`config.mk`:
```
export PLATFORM = sky130hd
export DESIGN_NAME = wdc_post
export DESIGN_NICKNAME = d
export VERILOG_FILES = /design/src/wdc_pkg.sv /design/src/wdc_post.sv
export SDC_FILE = /design/constraint.sdc
export NUM_CORES = 2
export LEC_CHECK = 0
export ABC_AREA = 1
export CAP_MARGIN = 40
export CORE_ASPECT_RATIO = 1.75
export CORE_MARGIN = 2
export CORE_UTILIZATION = 35
export CTS_BUF_LIST = sky130_fd_sc_hd__clkbuf_2
export DETAILED_ROUTE_END_ITERATION = 8
export DONT_BUFFER_PORTS = 1
export PLACE_DENSITY_LB_ADDON = 0.08
export SYNTH_ARGS = -nofsm -noshare
export SYNTH_HDL_FRONTEND = slang
export SYNTH_SLANG_ARGS = --single-unit
```
`constraint.sdc`:
```
create_clock -name i_clk -period 20.8 [get_ports i_clk]
set_clock_uncertainty 0.1 [all_clocks]
set_input_delay 2.08 -clock i_clk [delete_from_list [all_inputs] [get_ports i_clk]]
set_output_delay 2.08 -clock i_clk [all_outputs]
set_load 0.01 [all_outputs]
```
`src/wdc_pkg.sv`:
```
// Shared types, constants and the arctangent table of the waypoint drive controller.
// No dependencies; used by every module in src.
package wdc_pkg;

    localparam int CORDIC_STAGES = 16;
    localparam int LATENCY       = CORDIC_STAGES + 7;
    localparam int XW            = 36;
    localparam int ZW            = 26;
    localparam int DW            = 17;
    localparam int CFG_DW        = 14;
    localparam int CFG_IW        = 3;

    localparam logic [CFG_IW-1:0] CFG_POS_TOL   = 3'd0;
    localparam logic [CFG_IW-1:0] CFG_HEAD_TOL  = 3'd1;
    localparam logic [CFG_IW-1:0] CFG_AIM_TOL   = 3'd2;
    localparam logic [CFG_IW-1:0] CFG_TRANS_SCL = 3'd3;
    localparam logic [CFG_IW-1:0] CFG_ROT_GAIN  = 3'd4;

    localparam logic signed [ZW-1:0] QUARTER_Z = 26'sd4194304;

    typedef struct packed {
        logic signed [DW-1:0] dx;
        logic signed [DW-1:0] dy;
        logic signed [15:0]   th;
        logic signed [15:0]   rh;
    } t_side;

    typedef struct packed {
        logic                 valid;
        logic signed [XW-1:0] x;
        logic signed [XW-1:0] y;
        logic signed [ZW-1:0] z;
        t_side                side;
    } t_cell;

    typedef enum logic [3:0] {
        MODE_NONE   = 4'b0001,
        MODE_ROT    = 4'b0010,
        MODE_DRIVE  = 4'b0100,
        MODE_ARRIVE = 4'b1000
    } t_mode;

    typedef struct packed {
        logic  valid;
        t_mode mode;
        logic  neg;
        logic  back;
    } t_ctl;

    typedef struct packed {
        logic [11:0] pos_tol;
        logic [13:0] head_tol;
        logic [13:0] aim_tol;
        logic [9:0]  trans_scale;
        logic [10:0] rot_gain;
    } t_cfg;

    function automatic logic signed [ZW-1:0] atan_at(input logic [4:0] idx);
        logic signed [ZW-1:0] v;
        v = '0;
        unique case (idx)
            5'd0:  v = 26'sd2097152;
            5'd1:  v = 26'sd1238021;
            5'd2:  v = 26'sd654136;
            5'd3:  v = 26'sd332050;
            5'd4:  v = 26'sd166669;
            5'd5:  v = 26'sd83416;
            5'd6:  v = 26'sd41718;
            5'd7:  v = 26'sd20860;
            5'd8:  v = 26'sd10430;
            5'd9:  v = 26'sd5215;
            5'd10: v = 26'sd2608;
            5'd11: v = 26'sd1304;
            5'd12: v = 26'sd652;
            5'd13: v = 26'sd326;
            5'd14: v = 26'sd163;
            5'd15: v = 26'sd81;
            5'd16: v = 26'sd41;
            5'd17: v = 26'sd20;
            5'd18: v = 26'sd10;
            5'd19: v = 26'sd5;
            5'd20: v = 26'sd3;
            5'd21: v = 26'sd1;
            5'd22: v = 26'sd1;
            default: v = '0;
        endcase
        return v;
    endfunction

endpackage

```
`src/wdc_post.sv`:
```
// Heading error, mode choice, gain and speed arithmetic after the CORDIC chain.
// Depends on wdc_pkg.
module wdc_post (
    input  logic                 i_clk,
    input  logic                 i_rst_n,
    input  wdc_pkg::t_cell       i_cell,
    input  wdc_pkg::t_cfg        i_cfg,
    output logic                 o_done,
    output logic signed [10:0]   o_left_wheel,
    output logic signed [10:0]   o_right_wheel,
    output logic                 o_command_valid,
    output logic                 o_arrived
);
    // P1
    logic        r1_valid, r1_in_pos;
    logic signed [15:0] r1_dn;
    logic [33:0] r1_sqx, r1_sqy;
    logic [16:0] adx, ady;
    logic signed [wdc_pkg::ZW-1:0] zr;
    logic signed [15:0] bear, nom;
    // P2
    wdc_pkg::t_ctl r2_ctl, r3_ctl, r4_ctl, r5_ctl;
    wdc_pkg::t_ctl n2_ctl;
    logic [16:0] r2_m;
    logic [5:0]  r2_gain, r2_f;
    logic signed [15:0] db;
    logic [16:0] adn, adb, m;
    logic [33:0] d2;
    logic [5:0]  gain, f;
    // P3..P5
    logic [22:0] r3_p1;
    logic [15:0] r3_tv;
    logic [33:0] r4_m2;
    logic [8:0]  r4_tr, r5_tr;
    logic [27:0] trp;
    logic [16:0] s;
    logic [33:0] sq;
    logic [11:0] r5_q;
    // P6
    logic signed [12:0] d, trs, lw, rw;
    logic signed [10:0] lsat, rsat;

    always_comb begin
        adx  = i_cell.side.dx < 0 ? 17'(-i_cell.side.dx) : 17'(i_cell.side.dx);
        ady  = i_cell.side.dy < 0 ? 17'(-i_cell.side.dy) : 17'(i_cell.side.dy);
        zr   = i_cell.z + wdc_pkg::ZW'(128);
        bear = (i_cell.side.dx == 0 && i_cell.side.dy == 0) ? 16'sd0 : zr[23:8];
        nom  = (adx < {5'd0, i_cfg.pos_tol} && ady < {5'd0, i_cfg.pos_tol})
               ? i_cell.side.th : bear;
    end

    always_ff @(posedge i_clk) begin
        r1_in_pos <= adx < {5'd0, i_cfg.pos_tol} && ady < {5'd0, i_cfg.pos_tol};
        r1_dn     <= nom - i_cell.side.rh;
        r1_sqx    <= 34'(i_cell.side.dx * i_cell.side.dx);
        r1_sqy    <= 34'(i_cell.side.dy * i_cell.side.dy);
        if (!i_rst_n) begin
            r1_valid <= 1'b0;
        end else begin
            r1_valid <= i_cell.valid;
        end
    end

    always_comb begin
        db   = r1_dn ^ 16'sh8000;
        adn  = r1_dn < 0 ? 17'(-17'(r1_dn)) : 17'(r1_dn);
        adb  = db < 0 ? 17'(-17'(db)) : 17'(db);
        n2_ctl.valid = r1_valid;
        n2_ctl.back  = adn > adb;
        n2_ctl.neg   = n2_ctl.back ? db[15] : r1_dn[15];
        m    = n2_ctl.back ? adb : adn;
        if (m < 17'd3459 || m > 17'd29309) begin
            gain = 6'd40;
        end else if (m < 17'd5462 || m > 17'd27306) begin
            gain = 6'd28;
        end else begin
            gain = 6'd19;
        end
        n2_ctl.mode = wdc_pkg::MODE_NONE;
        if (r1_in_pos) begin
            n2_ctl.mode = (m > {3'd0, i_cfg.head_tol}) ? wdc_pkg::MODE_ROT
                                                       : wdc_pkg::MODE_ARRIVE;
        end else if (m > {3'd0, i_cfg.aim_tol} && m < 17'd16384) begin
            n2_ctl.mode = wdc_pkg::MODE_ROT;
        end else if (m <= {3'd0, i_cfg.aim_tol}) begin
            n2_ctl.mode = wdc_pkg::MODE_DRIVE;
            gain = (m < 17'd1821) ? 6'd12 : 6'd18;
        end
        d2 = r1_sqx + r1_sqy;
        if (40'(d2) * 40'd25 > 40'd16777216) begin
            f = 6'd34;
        end else if (40'(d2) * 40'd625 > 40'd150994944) begin
            f = 6'd17;
        end else begin
            f = 6'd9;
        end
    end

    always_ff @(posedge i_clk) begin
        r2_ctl.mode <= n2_ctl.mode;
        r2_ctl.neg  <= n2_ctl.neg;
        r2_ctl.back <= n2_ctl.back;
        r2_m    <= m;
        r2_gain <= gain;
        r2_f    <= f;
        r3_ctl.mode <= r2_ctl.mode;
        r3_ctl.neg  <= r2_ctl.neg;
        r3_ctl.back <= r2_ctl.back;
        r3_p1   <= 23'(r2_m * r2_gain);
        r3_tv   <= 16'(i_cfg.trans_scale * r2_f) + 16'd50;
        r4_ctl.mode <= r3_ctl.mode;
        r4_ctl.neg  <= r3_ctl.neg;
        r4_ctl.back <= r3_ctl.back;
        r4_m2   <= 34'(r3_p1 * i_cfg.rot_gain);
        r4_tr   <= trp[27:19];
        r5_ctl.mode <= r4_ctl.mode;
        r5_ctl.neg  <= r4_ctl.neg;
        r5_ctl.back <= r4_ctl.back;
        r5_tr   <= r4_tr;
        r5_q    <= sq[31:20];
        if (!i_rst_n) begin
            r2_ctl.valid <= 1'b0;
            r3_ctl.valid <= 1'b0;
            r4_ctl.valid <= 1'b0;
            r5_ctl.valid <= 1'b0;
        end else begin
            r2_ctl.valid <= n2_ctl.valid;
            r3_ctl.valid <= r2_ctl.valid;
            r4_ctl.valid <= r3_ctl.valid;
            r5_ctl.valid <= r4_ctl.valid;
        end
    end

    always_comb begin
        trp = 28'(r3_tv * 16'd5243);
        s   = 17'((r4_m2 + 34'd1638400) >> 17);
        sq  = 34'(s * 17'd41944);
    end

    always_comb begin
        d    = r5_ctl.neg ? -13'(r5_q) : 13'(r5_q);
        trs  = r5_ctl.back ? -13'(r5_tr) : 13'(r5_tr);
        lw   = '0;
        rw   = '0;
        unique case (r5_ctl.mode)
            wdc_pkg::MODE_ROT: begin
                lw = -d;
                rw = d;
            end
            wdc_pkg::MODE_DRIVE: begin
                lw = trs - d;
                rw = trs + d;
            end
            wdc_pkg::MODE_NONE, wdc_pkg::MODE_ARRIVE: begin
                lw = '0;
                rw = '0;
            end
            default: begin
                lw = '0;
                rw = '0;
            end
        endcase
        lsat = lw > 13'sd1023 ? 11'sd1023 : (lw < -13'sd1023 ? -11'sd1023 : lw[10:0]);
        rsat = rw > 13'sd1023 ? 11'sd1023 : (rw < -13'sd1023 ? -11'sd1023 : rw[10:0]);
    end

    always_ff @(posedge i_clk) begin
        o_left_wheel    <= lsat;
        o_right_wheel   <= rsat;
        o_command_valid <= r5_ctl.mode != wdc_pkg::MODE_NONE;
        o_arrived       <= r5_ctl.mode == wdc_pkg::MODE_ARRIVE;
        if (!i_rst_n) begin
            o_done <= 1'b0;
        end else begin
            o_done <= r5_ctl.valid;
        end
    end
endmodule

```
# [Yosys cells after proc, flatten, opt, wreduce, memory -nomap -nowiden]
# Cells that the tools add are included.
[totals] reg_bits=271 inputBits=228 word_cells=121
[op_classes] n_addsub=14 mul=9 order_cmp=22 n_eq_ne=4 mux=25 bitwise=1 n_reduce_logical=9
[ops] cell="17-bit 2-to-1 mux" count=5
[ops] cell="17-bit by 17-bit multiplier with 34-bit output" count=2
[ops] cell="32-bit zero test" count=2
[ops] cell="13-bit case mux with 2 select lines" count=2
[ops] cell="40-bit by 28-bit greater-than comparator with 1-bit output (second input constant)" count=1
[ops] cell="34-bit by 10-bit multiplier with 40-bit output (second input constant)" count=1
[ops] cell="39-bit by 25-bit greater-than comparator with 1-bit output (second input constant)" count=1
[ops] cell="34-bit by 5-bit multiplier with 39-bit output (second input constant)" count=1
[ops] cell="34-bit by 21-bit adder with 34-bit output (second input constant)" count=1
[ops] cell="34-bit adder" count=1
[ops] cell="17-bit by 14-bit greater-than comparator with 1-bit output" count=2
[ops] cell="17-bit by 15-bit greater-than comparator with 1-bit output (second input constant)" count=2
[ops] cell="17-bit by 1-bit less-than comparator with 1-bit output (second input constant)" count=2
[ops] cell="17-bit by 12-bit less-than comparator with 1-bit output" count=2
[ops] cell="23-bit by 11-bit multiplier with 34-bit output" count=1
[ops] cell="16-bit negator with 17-bit output" count=2
[ops] cell="17-bit negator" count=2
[ops] cell="16-bit by 1-bit less-than comparator with 1-bit output (second input constant)" count=2
[ops] cell="16-bit 2-to-1 mux" count=2
[ops] cell="17-bit by 13-bit multiplier with 29-bit output (second input constant)" count=1
[ops] cell="16-bit by 13-bit multiplier with 28-bit output (second input constant)" count=1
[ops] cell="13-bit by 11-bit greater-than comparator with 1-bit output (second input constant)" count=2
[ops] cell="13-bit by 11-bit less-than comparator with 1-bit output (second input constant)" count=2
[ops] cell="13-bit 2-to-1 mux" count=2
[ops] cell="other kinds (30)" count=42

# [Depth between registers and ports, before layout]
[depth] depth_word=12 ltp_mapped=42 ltp_nobuf=42

# [Worst setup path before layout]
# Ideal clock, no wire load.
[synth_timing] path_kind="input port to flip-flop" startpoint="input i_cell[65] (netlist name)" endpoint="register r1_sqx[31]" setup_time_ps=123 arrival_time_ps=7859 required_time_ps=20577 setup_slack_ps=12717 stages=20 path_buffers=3 cell_sequence="clkbuf_1 buf_1 clkbuf_1 nand2_1 fa_1 inv_1 fa_1 inv_1 fa_1 fa_1 fa_1 fa_1 inv_1 ha_1 nand2_1 nor4_1 nand2_1 o211ai_1 a21oi_1 xor2_1"
[synth_between] elab_chain_cells=1
[synth_lines] element="from (decl)" line_no="wdc_post.sv:6" text="input wdc_pkg::t_cell i_cell,"
[synth_lines] element="17-bit by 17-bit multiplier with 34-bit output" line_no="wdc_post.sv:55" text="r1_sqx <= 34'(i_cell.side.dx * i_cell.side.dx);"
[synth_lines] element="to (signal assigned)" line_no="wdc_post.sv:55"
[synth_lines] element="to (decl)" line_no="wdc_post.sv:17" text="logic [33:0] r1_sqx, r1_sqy;"
# Every way passes these cells.
# A chain may end at the register's enable or synchronous reset.

# [Worst setup path in the final report]
[layout_timing] startpoint="register r1_sqx[3]" endpoint="register r2_f[4]"
[layout_between] elab_chain_cells=4 elab_cells_between_ends=6 classes_between="add/sub: 1; mul: 2; order compare: 2; mux: 1"
[layout_lines] element="34-bit adder (*)" line_no="wdc_post.sv:89" text="d2 = r1_sqx + r1_sqy;"
[layout_lines] element="34-bit by 10-bit multiplier with 40-bit output" line_no="wdc_post.sv:92" text="end else if (40'(d2) * 40'd625 > 40'd150994944) begin"
[layout_lines] element="40-bit by 28-bit greater-than comparator with 1-bit output" line_no="wdc_post.sv:92"
[layout_lines] element="5-bit 2-to-1 mux" line_no="wdc_post.sv:92"
[layout_lines] element="to (signal assigned)" line_no="wdc_post.sv:105" text="r2_f <= f;"
[layout_lines] element="to (decl)" line_no="wdc_post.sv:25" text="logic [5:0] r2_gain, r2_f;"
# Every way passes the cells marked *; elsewhere a longest branch is shown, timed or not.

==> flow_summary.ini <==
[status]
outcome = finished, final reports clean

[run]
drv_cap = 0

[synthesis]
synth.most_common_cell = inv_1
syn_area_per_cell_um2 = 7.91
synth_largest_type_area_fraction = 0.338
synth-seq-cells = 251
synth-xor-area-share = 0.0463
synth_area_leaders = fa_1 34%, ha_1 17%, inv_1 13%, nand2_1 9.3%, dfxtp_1 7.9%
synthMuxAreaShare = 0
synthSimpleGateAreaFrac = 0.156
synth_area_leader_cell = fa_1
ys.flop_type = dfxtp_1
synth_fa_ha_area_frac = 0.511
yosysUniqueCellTypes = 68
synth_async_sr_flop_share = 0
synthTopCellsByCount = 2,145 x inv_1, 1,577 x nand2_1, 1,079 x fa_1, 884 x ha_1, 387 x nor2_1
synth_top_family_by_area = adder cells
netlist_area_mm2 = 0.0640
syn_inst = 8084
synth_edf_count = 0
yosysWarnings = 0
yosysSeqAreaShare = 0.0786
synth_compound_area_frac = 0.0701

[timing]
slew_headroom = 0.437
layout_min_cycle_time_ns = 8.01
finalHoldViolations = 0
rsz0062_at_grt = false
slew_viol_final = 0
max_freq_mhz = 125
fin_setup_tns_ns = 0
worst_slew_pin_slew_ns = 0.842
setup-violations-final = 0
period_share = 0.385

[cts]
ctsRootBufferMaster = clkbuf_2
post_cts_resized = 0
post_cts_buffers = 0
clock_path_buffers = 3
cts_tree = done
clkTransAtPathRegs_ns = 0.12
h-tree-depth = 3
cts_buffers = 71
clkSinkCount = 251
worstSkewPairLatency_ns = 1.26
hold_buffers = 0

[floorplan]
pin_count = 253
dieArea_mm2 = 0.186
initial_core_util = 0.352
die_x_um = 327
core_area_mm2 = 0.182
chipHeight_um = 570
num_rows = 207

[global_routing]
grt_use_met1 = 0.193
use_met3 = 0.0169
grt_usage = 0.204
grt_max_degree = 40
grt_antenna_before_repair = 8
first_global_vias = 55000
grt.overflow.total = 0
use_met2 = 0.434
top_usage_layer = met2
grt_first_pass_wirelength_mm = 294

[placed_design]
hpwl_mm = 164
routabilityCongestion = 0.869
io_buffers = 0
placed_area_mm2 = 0.0665

[critical_path]
worst_path_most_repeated_cell = inv_1
reg2reg_slack_ns = 12.79
worstPathArrival_ns = 9.05
cp.required_ns = 21.84
max_stage_delay_ns = 0.66
setup.worst_path.end_class = flip-flop
worst-setup-path-type = flip-flop to flip-flop
crit_fanout = 5
worstSetupStartpointType = flip-flop
cp_slowest_cell = xnor2_1

[drt]
num_vias = 49100
wire_per_inst_um = 17.7
drt-pass1-iter-count = 7
ant_nets = 0
route.detailed.drc = 0
viasPerCell = 4.69
wl_mm = 186
dr.first_iter.drc_count = 1378

[finish]
drive_gt1_frac = 0.0354
layout.nets = 10200
design_area_mm2 = 0.0672
syn2layout_area_growth_pct = 5.09
final_util = 0.370
n_fill_cell = 19300

[hold_path]
hold_class = flip-flop to flip-flop
metal layers:
layer | vias up | share of wire
met5 | - | 0.000070
met1 | 24000 | 0.34
met4 | 2 | 0.045
li1 | 24200 | -
met2 | 651 | 0.59
met3 | 313 | 0.021
layout make-up:
type | instances | area [um^2] | area share
Tap cell | 2403 | 3010 | 0.0447
Timing Repair Buffer | 30 | 258 | 0.00383
Clock buffer | 86 | 430 | 0.00640
Inverter | 2180 | 8180 | 0.122
Clock inverter | 33 | 246 | 0.00367
Antenna cell | 3 | 7.51 | 0.000112
Sequential cell | 251 | 5020 | 0.0747
Multi-Input combinational cell | 5494 | 50100 | 0.745
worst paths after layout:
| kind | startpoint | endpoint | cells after the start |
|---|---|---|---|
| setup reg to reg | r1_sqx[3] | r2_f[4] | 33 |
| hold reg to reg | r4_tr[4] | r5_tr[4] | 0 |
| hold / removal | r4_tr[4] | r5_tr[4] | 0 |
| setup / recovery | r1_sqx[3] | r2_f[4] | 33 |
metrics by stage:
| step | worst slack [ns] | instances | hold slack, ns |
|---|---|---|---|
| detailed placement | 12.33 | 10400 | 0.215 |
| floorplan | 12.72 | 8085 | 0.210 |
| finish | 12.79 | 10500 | 0.208 |
| global placement | 12.41 | 10300 | 0.218 |
| CTS | 12.71 | 10500 | 0.199 |
| global route | 12.17 | 10500 | 0.189 |
critical path, delay by kind of cell (launching register included):
family,cells,cell delay [ns]
buffers and inverters,5,0.55
DFF,1,0.32
AOI/OAI and AO/OA,9,2.22
adders and majority gates,7,2.83
and+or+nand+nor,10,1.03
xor gates and xnor gates,2,0.91
cell usage in the layout, fill, tap and decap left out, drive strengths merged, types with 3 or more instances in the layout:
cell type     n
nor3         58
a31oi        33
o221ai        7
fa         1079
bufinv        3
nor2        402
o22ai        10
o21ai       249
o21a         21
o311ai        3
clkbuf       86
ha          884
xor2        222
a21oi       359
and3          4
or2          27
a21o         21
buf          30
a211oi        8
dfxtp       251
nand4        55
nand3       206
nand3b       16
xnor2       109
nand2      1611
o21bai       25
nor4         19
a221oi        3
diode         3
clkinv       30
o31ai        16
o211ai       14
a21boi       15
inv        2180
flip-flops by register name, summed over array words and instances, names as in the netlist, 4 cells and up:
signal and count:
o_left_wheel 11, o_right_wheel 11, r1_dn 16, r1_sqx 33, r1_sqy 33, r2_ctl 7, r2_f 4, r2_gain 6
r2_m 17, r3_ctl 7, r3_p1 23, r3_tv 16, r4_ctl 7, r4_m2 18, r4_tr 9, r5_ctl 7
r5_q 12, r5_tr 9
logic make-up (layout without fill, tap and decap cells):
kind of cell    count (synthesis)  in the layout
flops                         251            251
other cells                     1              5
simple gates                 2407           2407
buf+inv                      2340           2329
xor+xnor                      331            331
compound gates                791            791
fa+ha+maj                    1963           1963
Power is not shown: default switching activity piles up to over one toggle a cycle in this logic, so the estimate is an artifact.
