### src/wdc_pkg.sv
// Shared types, constants and the arctangent table of the waypoint drive controller.
// No dependencies; used by every module in src.
package wdc_pkg;

    localparam int CORDIC_STAGES = 16;
    localparam int LATENCY       = CORDIC_STAGES + 7;
    localparam int XW            = 36;
    localparam int ZW            = 26;
    localparam int DW            = 17;
    localparam int CFG_DW        = 14;
    localparam int CFG_IW        = 3;

    localparam logic [CFG_IW-1:0] CFG_POS_TOL   = 3'd0;
    localparam logic [CFG_IW-1:0] CFG_HEAD_TOL  = 3'd1;
    localparam logic [CFG_IW-1:0] CFG_AIM_TOL   = 3'd2;
    localparam logic [CFG_IW-1:0] CFG_TRANS_SCL = 3'd3;
    localparam logic [CFG_IW-1:0] CFG_ROT_GAIN  = 3'd4;

    localparam logic signed [ZW-1:0] QUARTER_Z = 26'sd4194304;

    typedef struct packed {
        logic signed [DW-1:0] dx;
        logic signed [DW-1:0] dy;
        logic signed [15:0]   th;
        logic signed [15:0]   rh;
    } t_side;

    typedef struct packed {
        logic                 valid;
        logic signed [XW-1:0] x;
        logic signed [XW-1:0] y;
        logic signed [ZW-1:0] z;
        t_side                side;
    } t_cell;

    typedef enum logic [3:0] {
        MODE_NONE   = 4'b0001,
        MODE_ROT    = 4'b0010,
        MODE_DRIVE  = 4'b0100,
        MODE_ARRIVE = 4'b1000
    } t_mode;

    typedef struct packed {
        logic  valid;
        t_mode mode;
        logic  neg;
        logic  back;
    } t_ctl;

    typedef struct packed {
        logic [11:0] pos_tol;
        logic [13:0] head_tol;
        logic [13:0] aim_tol;
        logic [9:0]  trans_scale;
        logic [10:0] rot_gain;
    } t_cfg;

    function automatic logic signed [ZW-1:0] atan_at(input logic [4:0] idx);
        logic signed [ZW-1:0] v;
        v = '0;
        unique case (idx)
            5'd0:  v = 26'sd2097152;
            5'd1:  v = 26'sd1238021;
            5'd2:  v = 26'sd654136;
            5'd3:  v = 26'sd332050;
            5'd4:  v = 26'sd166669;
            5'd5:  v = 26'sd83416;
            5'd6:  v = 26'sd41718;
            5'd7:  v = 26'sd20860;
            5'd8:  v = 26'sd10430;
            5'd9:  v = 26'sd5215;
            5'd10: v = 26'sd2608;
            5'd11: v = 26'sd1304;
            5'd12: v = 26'sd652;
            5'd13: v = 26'sd326;
            5'd14: v = 26'sd163;
            5'd15: v = 26'sd81;
            5'd16: v = 26'sd41;
            5'd17: v = 26'sd20;
            5'd18: v = 26'sd10;
            5'd19: v = 26'sd5;
            5'd20: v = 26'sd3;
            5'd21: v = 26'sd1;
            5'd22: v = 26'sd1;
            default: v = '0;
        endcase
        return v;
    endfunction

endpackage

### src/wdc_cordic_cell.sv
// One vectoring CORDIC iteration with its pose side data.
// Depends on wdc_pkg.
module wdc_cordic_cell (
    input  logic                i_clk,
    input  logic                i_rst_n,
    input  logic [4:0]          i_stage,
    input  wdc_pkg::t_cell      i_cell,
    output wdc_pkg::t_cell      o_cell
);
    wdc_pkg::t_cell r_cell;
    wdc_pkg::t_cell n_cell;
    logic signed [wdc_pkg::XW-1:0] xs;
    logic signed [wdc_pkg::XW-1:0] ys;

    always_comb begin
        xs     = i_cell.x >>> i_stage;
        ys     = i_cell.y >>> i_stage;
        n_cell = i_cell;
        if (i_cell.y > 0) begin
            n_cell.x = i_cell.x + ys;
            n_cell.y = i_cell.y - xs;
            n_cell.z = i_cell.z + wdc_pkg::atan_at(i_stage);
        end else begin
            n_cell.x = i_cell.x - ys;
            n_cell.y = i_cell.y + xs;
            n_cell.z = i_cell.z - wdc_pkg::atan_at(i_stage);
        end
    end

    always_ff @(posedge i_clk) begin
        r_cell.x    <= n_cell.x;
        r_cell.y    <= n_cell.y;
        r_cell.z    <= n_cell.z;
        r_cell.side <= n_cell.side;
        if (!i_rst_n) begin
            r_cell.valid <= 1'b0;
        end else begin
            r_cell.valid <= n_cell.valid;
        end
    end

    assign o_cell = r_cell;
endmodule

### config.mk
export PLATFORM = sky130hd
export DESIGN_NAME = wdc_cordic_cell
export DESIGN_NICKNAME = d
export VERILOG_FILES = /design/src/wdc_pkg.sv /design/src/wdc_cordic_cell.sv
export SDC_FILE = /design/constraint.sdc
export NUM_CORES = 1
export LEC_CHECK = 0
export BUFFER_PORTS_ARGS = -buffer_cell sky130_fd_sc_hd__buf_2
export CAP_MARGIN = 15
export CELL_PAD_IN_SITES_DETAIL_PLACEMENT = 1
export CELL_PAD_IN_SITES_GLOBAL_PLACEMENT = 1
export CORE_MARGIN = 4
export CORE_UTILIZATION = 45
export DETAILED_ROUTE_END_ITERATION = 16
export PLACE_DENSITY_LB_ADDON = 0.05
export SKIP_CTS_REPAIR_TIMING = 1
export SYNTH_ARGS = -nofsm -noshare
export SYNTH_HDL_FRONTEND = slang
export SYNTH_SLANG_ARGS = --single-unit
### constraint.sdc
create_clock -name i_clk -period 9.1 [get_ports i_clk]
set_input_delay 0.91 -clock i_clk [delete_from_list [all_inputs] [get_ports i_clk]]
set_output_delay 0.91 -clock i_clk [all_outputs]
set_load 0.02 [all_outputs]
=== After elaboration in Yosys (flattened, before gate mapping) ===
Memories as Yosys holds them, arrays and structs flattened.
Cells that the tools add are included.

* Output and inout port bits: 165
* ROM bits: 1408
* Bits in registers: 165
* Memories kept: 2
* Bits of input ports: 172

* Add/subtract/negate cells: 6
* Magnitude comparators: 1
* Shifts and indexed selects: 2
* Multiplexer cells: 3

{| class="wikitable"
|+ Memories
! memory !! depth !! width !! rd ports !! clocked after memory_dff !! wr ports !! line !! source
|-
| (no name shown) || 32 || 22 || 1 || 0 || 0 || wdc_pkg.sv:61 || <nowiki>unique case (idx)</nowiki>
|-
| (no name shown) || 32 || 22 || 1 || 0 || 0 || wdc_pkg.sv:61 ||
|}

{| class="wikitable"
|+ Operators with widths
! kind !! count
|-
| 98-bit two-way mux || 1
|-
| 36-bit adder || 2
|-
| 36-bit by 5-bit >>> shifter with 36-bit output || 2
|-
| 36-bit subtractor || 2
|-
| 26-bit two-way mux || 2
|-
| 36-bit by 1-bit greater-than comparator with 1-bit output, second input constant || 1
|-
| 26-bit adder || 1
|-
| 26-bit subtractor || 1
|}

=== Depth between registers and ports, before layout ===
Gate-level depths: netlist of run 1.

* Word-level depth: 4
* Mapped depth: 29
* Depth with buffers taken out: 23

=== Worst setup path after synthesis of run 1 ===
No wires, ideal clock.

* Path kind: input port to flip-flop
* Start: input i_stage[2]
* End: register r_cell (netlist bit o_cell[163])
* Setup slack: 2.988 ns
* Data required time: 8.978 ns
* Setup time: 0.122 ns
* Stages: 24
* Data arrival time: 5.990 ns
* Cells stage by stage: buf_2 buf_2 buf_1 mux2_2 a221o_1 a211oi_1 nand4_1 nor4b_4 nor3b_2 nor2b_1 o211ai_1 o31ai_1 ha_1 clkbuf_1 nand2_1 nor4_1 and3_1 a41o_1 nor2_1 o21ai_0 a41o_1 o41ai_1 o21ai_0 xnor2_1

{| class="wikitable"
|+ RTL lines
! item !! line !! source
|-
| start, declared || wdc_cordic_cell.sv:6 || <nowiki>input logic [4:0] i_stage,</nowiki>
|-
| end, declared || wdc_cordic_cell.sv:10 || <nowiki>wdc_pkg::t_cell r_cell;</nowiki>
|}

==> results.yml, run 1 <==
status:
  outcome: "finished, final reports clean"
cells_and_area:
  syn_to_final_growth_pct: 15.6
  largest_reg_flops: 165
  layout_common_cells: "buf_2, dfxtp_1, nand2_1, nor2_1, a21oi_1"
  nFillCells: 4293
  final_common_cell: "buf_2"
  finalNetCount: 2426
  diodes: 0
  layout.cells.non_filler: 2616
  drive_above_1_share: 0.255
  finish.instance_area_mm2: 0.0184
critical_path:
  critPathRequiredTime_ns: 9.48
  startpoint_type: "input pin"
  crit_arrival_ns: 7.87
  cp-end-kind: "flop"
  crit_chain: "buf_6, buf_4, mux4_1, a222oi_1, mux2i_1, a221oi_2, and3_2, nand4_4, o21ai_0, xor2_1, ha_1, a21oi_1, o21ai_0, a221oi_1, a21oi_1, nor2_1, a21oi_1, or4_1, a41oi_1, nor2b_1, xnor2_1"
  cp_slowest_cell: "mux4_1"
  crit_type: "input pin to flop"
  cpPeakStageDelay_ns: 0.66
  critPathTopFamily: "compound AO/OA/AOI/OAI gates"
  path_buf_inv: 2
  crit_top_cell: "a21oi_1"
  cp_max_fo: 86
place:
  port-buffer-count: 336
  placed_area_mm2: 0.0179
  gp_congestion: 1.04
  pre_cts_slack_ns: 1.30
  place_inst: 2584
  dp_hpwl_um: 53800
global_route:
  grt_pass1_wl_um: 106000
  grt_overflow: 0
  antenna_found_initial: 1
  grt_max_degree: 87
  grtUsageTotal: 0.353
  grt_pass1_vias: 17511
pwr:
  clkPwrFrac: 0.205
  power.internal_uw: 1990
  max-vdd-ir-drop_mv: 0.183
  power_frac_seq: 0.271
  p_switching_uw: 1620
  netSwitchingFraction: 0.449
  power.leakage_uw: 0.00793
  combPwrFrac: 0.524
  cellPowerDensity_mw_per_mm2: 196
yosys:
  yosys_most_used_dff: "dfxtp_1"
  synth_top_area_share: 0.207
  ys_seq_area_frac: 0.207
  synth_area_leaders: "dfxtp_1, mux4_2, ha_1"
  yosys.cell_types.count: 102
  synth_area_mm2: 0.0160
  synthArstFlopShare: 0
  synth_edf_count: 0
  yosysTopAreaCell: "dfxtp_1"
  postSynthCellCount: 1871
  ys_warn_count: 0
  syn_area_per_cell_um2: 8.53
  syn_nets: 2149
  synth_seq_cells: 165
clocking:
  cts_root_buf: "clkbuf_16"
  htree_levels: 4
  path_clk_slew_ns: 0.07
  cts.sinks: 165
  clock_path_buffers: 2
  cts_tree: "done"
  numCtsBuffers: 17
timing:
  worst_pin_slew_ns: 1.14
  setup_ws_ns: 1.61
  hold_violations: 0
  drv_slew: 0
  setup_viol: 0
  post-route-min-period_ns: 7.49
  tns_ns: 0
  fmax_mhz: 133
  relSlewSlack: 0.237
  period_share: 0.823
  rsz0062_at_grt: "no"
routing:
  wl_per_cell_um: 27.1
  dr.pass1.iters: 6
  ant_nets: 0
  drc: 0
  routed_via_density: 6.53
  finalWirelength_um: 70900
  vias: 17079
  drt_iter0_markers: 1584
die:
  die_area_mm2: 0.0385
  die_x_um: 196
  fp.dieH_um: 196
  row_count: 68
  ios: 337
  start_util: 0.459
  core_area_mm2: 0.0348
run:
  drv_cap: 0
min_path:
  min_path_type: "input pin to flop"
## layer usage
layer	vias to the layer above	track usage	wire length [um]
met5	-	0	0
met4	0	0.172	4010
met3	264	0.0634	6280
met2	1011	0.582	32500
met1	8216	0.447	28100
li1	7588	-	-
## worst paths after layout
| path | from | endpoint | slack (ns) | cells past startpoint |
|---|---|---|---|---|
| setup / recovery | i_stage[0] | o_cell[124] | 1.61 | 21 |
| hold / removal | i_cell[1] | o_cell[1] | 0.55 | 1 |
## cells by family (layout without fill, tap and decap cells)
family / count (synthesis) / count (layout) / share of synthesized area
compound gates: 552 / 552 / 0.226
fa+ha+maj: 106 / 106 / 0.0845
simple gates: 557 / 557 / 0.173
mux: 187 / 187 / 0.179
xor+xnor: 153 / 153 / 0.0840
flops: 165 / 165 / 0.207
buf+inv: 151 / 441 / 0.0465
## cell usage after synthesis (24+ instances only)
| library cell | count |
|---|---|
| a211oi_1 | 26 |
| a21oi_1 | 134 |
| clkbuf_1 | 46 |
| dfxtp_1 | 165 |
| ha_1 | 103 |
| inv_1 | 42 |
| mux2_2 | 49 |
| mux2i_1 | 65 |
| mux4_2 | 64 |
| nand2_1 | 163 |
| nand3_1 | 37 |
| nor2_1 | 149 |
| nor3_1 | 48 |
| o21a_1 | 27 |
| o21ai_0 | 131 |
| o22ai_1 | 24 |
| xnor2_1 | 92 |
| xor2_1 | 61 |
## power groups by stage
stage | Combinational [uW] | Sequential [uW] | Clock [uW]
after floorplan | 978 | 1260 | 0
after global placement | 1820 | 987 | 0
after detailed placement | 1850 | 994 | 0
after CTS | 1870 | 982 | 753
after global routing | 2030 | 999 | 785
final | 1890 | 979 | 739
## area by class of cell
| type | count | area, um^2 | share of cell area |
|---|---|---|---|
| Inverter | 45 | 169 | 0.00916 |
| Multi-Input combinational cell | 1555 | 11900 | 0.646 |
| Timing Repair Buffer | 364 | 1900 | 0.103 |
| Clock inverter | 13 | 139 | 0.00753 |
| Tap cell | 455 | 569 | 0.0309 |
| Clock buffer | 19 | 443 | 0.0240 |
| Sequential cell | 165 | 3300 | 0.179 |
## per-stage QoR
step | hold WS, ns | total power, uW | utilization
final | 0.550 | 3610 | 0.530
after global routing | 0.535 | 3810 | 0.530
after CTS | 0.533 | 3610 | 0.530
after detailed placement | 1.01 | 2840 | 0.513
after global placement | 1.01 | 2800 | 0.513
after floorplan | 0.938 | 2240 | -
No activity file was read; power rests on OpenSTA's default activity.
==> run 2: changes to the inputs <==
--- a/config.mk
+++ b/config.mk
@@ -10,7 +10,7 @@
 export CELL_PAD_IN_SITES_DETAIL_PLACEMENT = 1
 export CELL_PAD_IN_SITES_GLOBAL_PLACEMENT = 1
 export CORE_MARGIN = 4
-export CORE_UTILIZATION = 45
+export CORE_UTILIZATION = 38
 export DETAILED_ROUTE_END_ITERATION = 16
 export PLACE_DENSITY_LB_ADDON = 0.05
 export SKIP_CTS_REPAIR_TIMING = 1
==> constraint.sdc (replaced) <==
create_clock -name i_clk -period 6.17 [get_ports i_clk]
set_input_delay 0.617 -clock i_clk [delete_from_list [all_inputs] [get_ports i_clk]]
set_output_delay 0.617 -clock i_clk [all_outputs]
set_load 0.02 [all_outputs]
==> run 2 against run 1 <==
Compared with the run above: cell count up 18%; first-iteration DRC count fell by 9.4%; wire length is 9.8% higher; flip-flop and latch count unchanged; utilization is 0.097 points lower; clock power increased by 56%; critical endpoint unchanged.
==> results.yml, run 2 (synthesis gave the netlist of run 1 again) <==
status:
  outcome: "finished, final reports clean"
global_route:
  grtUsageTotal: 0.334
  grt_pass1_wl_um: 116000
  grt_overflow: 0
  grt_max_degree: 43
  antenna_found_initial: 1
  grt_pass1_vias: 19149
cells_and_area:
  nFillCells: 5013
  finalNetCount: 2826
  drive_above_1_share: 0.375
  syn_to_final_growth_pct: 36.6
  layout_common_cells: "buf_4, buf_2, dfxtp_1, nand2_1, nor2_1"
  largest_reg_flops: 165
  final_common_cell: "buf_4"
pwr:
  cellPowerDensity_mw_per_mm2: 270
  netSwitchingFraction: 0.425
  power.internal_uw: 3390
  p_total_uw: 5890
  power.leakage_uw: 0.00995
  power_frac_seq: 0.244
  p_switching_uw: 2500
  max-vdd-ir-drop_mv: 0.275
  combPwrFrac: 0.561
  clkPwrFrac: 0.196
die:
  die_x_um: 213
  core_area_mm2: 0.0412
  ios: 337
  die_area_mm2: 0.0453
  row_count: 74
  fp.dieH_um: 213
  start_util: 0.387
timing:
  post-route-min-period_ns: 5.87
  worst_pin_slew_ns: 1.06
  fmax_mhz: 170
  whs_ns: 0.220
  hold_violations: 0
  setup_viol: 0
  drv_slew: 0
  relSlewSlack: 0.295
  period_share: 0.951
routing:
  routed_via_density: 5.97
  drt_iter0_markers: 1435
  finalWirelength_um: 77800
  dr.pass1.iters: 5
  wl_per_cell_um: 25.1
  vias: 18479
  drc: 0
  ant_nets: 0
critical_path:
  critPathRequiredTime_ns: 6.59
  cp-end-kind: "flop"
  crit_type: "input pin to flop"
  startpoint_type: "input pin"
  cp_max_fo: 22
  crit_arrival_ns: 6.29
clocking:
  path_clk_slew_ns: 0.07
  clock_path_buffers: 2
  htree_levels: 4
  cts.sinks: 165
  cts_tree: "done"
  cts_root_buf: "clkbuf_16"
  numCtsBuffers: 17
place:
  port-buffer-count: 336
  dp_hpwl_um: 63900
  gp_congestion: 1.06
min_path:
  min_path_type: "input pin to flop"
run:
  drv_cap: 0
[run 2: per-layer routing]
| layer | up-vias | global-route usage | part of all wire |
|---|---|---|---|
| li1 | 8411 | - | - |
| met3 | 154 | 0.0570 | 0.071 |
| met2 | 790 | 0.565 | 0.47 |
| met5 | - | 0 | 0 |
| met4 | 0 | 0.130 | 0.041 |
| met1 | 9124 | 0.426 | 0.41 |
[run 2: through the flow]
stage	utilization	setup TNS, ns	std cells	instance area (um^2)	setup WS, ns
6_report	0.529	0	3095	21800	0.300
3_3_place_gp	0.512	-1.07	3061	21100	-0.180
5_1_grt	0.529	-0.00212	3094	21800	-0.00212
4_1_cts	0.527	0	3093	21700	0.193
3_5_place_dp	0.512	-2.56	3061	21100	-0.378
2_1_floorplan	-	0	1871	16000	0.351
[run 2: critical path, stage by stage]
cell	delay (ns)
buf_4	0.32
buf_4	0.21
mux4_2	0.49
mux2i_1	0.35
o21ai_0	0.27
a211oi_2	0.36
buf_4	0.17
a21oi_1	0.06
or4_4	0.48
nor3_2	0.27
nand2_1	0.10
o21ai_0	0.20
xnor2_1	0.10
ha_1	0.23
or3_1	0.37
o221ai_1	0.20
a21oi_1	0.12
nor3_1	0.14
a21oi_1	0.14
or4_1	0.47
a41oi_2	0.24
nor2b_1	0.21
xnor2_1	0.13
[run 2: worst paths after layout]
check  startpoint          end  slack (ns)  cells past startpoint
min    i_cell[21]   o_cell[21]        0.22                      1
max    i_stage[2]  o_cell[124]        0.30                     23
[run 2: layout make-up]
| class | instances | area (um^2) | share of cell area |
|---|---|---|---|
| clock buffer | 17 | 425 | 0.0195 |
| tap | 532 | 666 | 0.0305 |
| timing repair buffer | 764 | 5030 | 0.231 |
| multi-input combinational | 1555 | 12000 | 0.550 |
| antenna | 2 | 5.00 | 0.000230 |
| sequential | 165 | 3300 | 0.152 |
| inverter | 45 | 169 | 0.00775 |
| clock inverter | 15 | 214 | 0.00981 |
[run 2: power groups by stage]
stage               Combinational [uW]  Clock [uW]  Sequential, uW
global placement                  3170           0            1450
global route                      3550        1230            1470
detailed placement                3240           0            1460
floorplan                         1440           0            1860
finish                            3300        1150            1440
CTS                               3270        1190            1440
==> run 3: changes to the inputs <==
--- a/config.mk
+++ b/config.mk
@@ -12,7 +12,7 @@
 export CORE_MARGIN = 4
 export CORE_UTILIZATION = 38
 export DETAILED_ROUTE_END_ITERATION = 16
-export PLACE_DENSITY_LB_ADDON = 0.05
+export PLACE_DENSITY = 0.81
 export SKIP_CTS_REPAIR_TIMING = 1
 export SYNTH_ARGS = -nofsm -noshare
 export SYNTH_HDL_FRONTEND = slang
==> run 3 against run 2 <==
Compared with the run above: global-route usage rose by 3.8 points; first-iteration DRC count rose by 12%; flip-flop and latch count did not move; maximum frequency fell by 2.2%; wire length rose by 12%; clock power rose by 3%; final area rose by 2.9%; via count rose by 4.6%; combinational power rose by 6%; highest routed layer unchanged.
==> results.yml, run 3 (synthesis gave the netlist of run 1 again) <==
clocking:
  cts_root_buf: "clkbuf_16"
  numCtsBuffers: 17
  clock_path_buffers: 2
  cts_tree: "done"
  cts.sinks: 165
  path_clk_slew_ns: 0.08
  htree_levels: 4
routing:
  vias: 19325
  drt_iter0_markers: 1613
  wl_per_cell_um: 27.4
  finalWirelength_um: 87100
  drc: 0
  routed_via_density: 6.08
  ant_nets: 0
  dr.pass1.iters: 5
timing:
  period_share: 0.973
  fmax_mhz: 167
  whs_ns: 0.220
  drv_slew: 0
  relSlewSlack: 0.412
  setup_viol: 0
  tns_ns: 0
  post-route-min-period_ns: 6.00
  worst_pin_slew_ns: 0.868
  hold_violations: 0
pwr:
  max-vdd-ir-drop_mv: 0.196
  cellPowerDensity_mw_per_mm2: 273
  power.leakage_uw: 0.0104
cells_and_area:
  layout.cells.non_filler: 3178
  layout_common_cells: "buf_4, buf_2, dfxtp_1, nand2_1, nor2_1"
  drive_above_1_share: 0.391
  finalNetCount: 2904
  nFillCells: 4982
  largest_reg_flops: 165
  finish.instance_area_mm2: 0.0224
  final_common_cell: "buf_4"
  syn_to_final_growth_pct: 40.5
  finalCoreUtilization: 0.544
global_route:
  met1_usage: 0.452
  grt_overflow: 0
  use_met2: 0.635
  grt_pass1_wl_um: 127000
  grtUsageTotal: 0.372
  grt_util_met3: 0.0727
  grt_max_degree: 70
  grt_pass1_vias: 20124
  grt.busiest_layer: "met2"
  antenna_found_initial: 8
critical_path:
  cp_max_fo: 33
  crit_arrival_ns: 6.40
  crit_type: "input pin to flop"
  critPathRequiredTime_ns: 6.56
  startpoint_type: "input pin"
  cp-end-kind: "flop"
place:
  placed_area_mm2: 0.0217
  dp_hpwl_um: 70800
  place_inst: 3138
  gp_congestion: 1.04
  port-buffer-count: 336
die:
  ios: 337
  fp.dieH_um: 213
  die_x_um: 213
  row_count: 74
  start_util: 0.387
  core_area_mm2: 0.0412
  die_area_mm2: 0.0453
run:
  drv_cap: 0
status:
  outcome: "finished, final reports clean"
min_path:
  min_path_type: "input pin to flop"
  hold_depth: 1
run 3: path summary, 6_finish.rpt:
check	from	endpoint	slack [ns]
min	i_cell[57]	o_cell[57]	0.22
max	i_stage[3]	o_cell[124]	0.17
run 3: final cells by class:
type / instances / area (um^2) / area share
Tap cell: 532 / 666 / 0.0297
Antenna cell: 8 / 20.0 / 0.000893
Sequential cell: 165 / 3300 / 0.147
Timing Repair Buffer: 842 / 5700 / 0.254
Clock inverter: 13 / 190 / 0.00848
Inverter: 45 / 169 / 0.00753
Multi-Input combinational cell: 1555 / 11900 / 0.533
Clock buffer: 18 / 429 / 0.0191
run 3: where the power goes:
part,total [uW],switching (uW),internal [uW]
sequential,1450,80.7,1370
combinational,3490,2020,1470
clock,1190,538,650
run 3: worst max-delay path: stages:
cell,delay [ns]
buf_2,0.21
buf_4,0.20
buf_12,0.19
mux4_1,0.32
a222oi_1,0.38
buf_4,0.22
mux2i_1,0.15
a221oi_2,0.40
and3_2,0.29
buf_4,0.14
nand4b_4,0.19
nor3_4,0.31
a21oi_1,0.15
buf_4,0.17
xor2_1,0.26
ha_1,0.32
nand2_1,0.07
o21ai_0,0.08
o221ai_1,0.19
a21oi_1,0.12
nor3_1,0.16
a21oi_1,0.11
or4_1,0.45
a41oi_1,0.29
nor2b_1,0.19
xnor2_1,0.18
run 3: metal layers:
layer | wire length [um] | share of wire
met3 | 6620 | 0.076
met5 | 0 | 0
met1 | 34200 | 0.39
met4 | 4380 | 0.050
met2 | 41900 | 0.48
run 3: through the flow:
step	worst slack (ns)	power [uW]
final	0.165	6120
after floorplan	0.351	3300
after CTS	0.101	6100
after detailed placement	-0.380	4870
after global placement	-0.217	4750
after global routing	-0.0234	6440
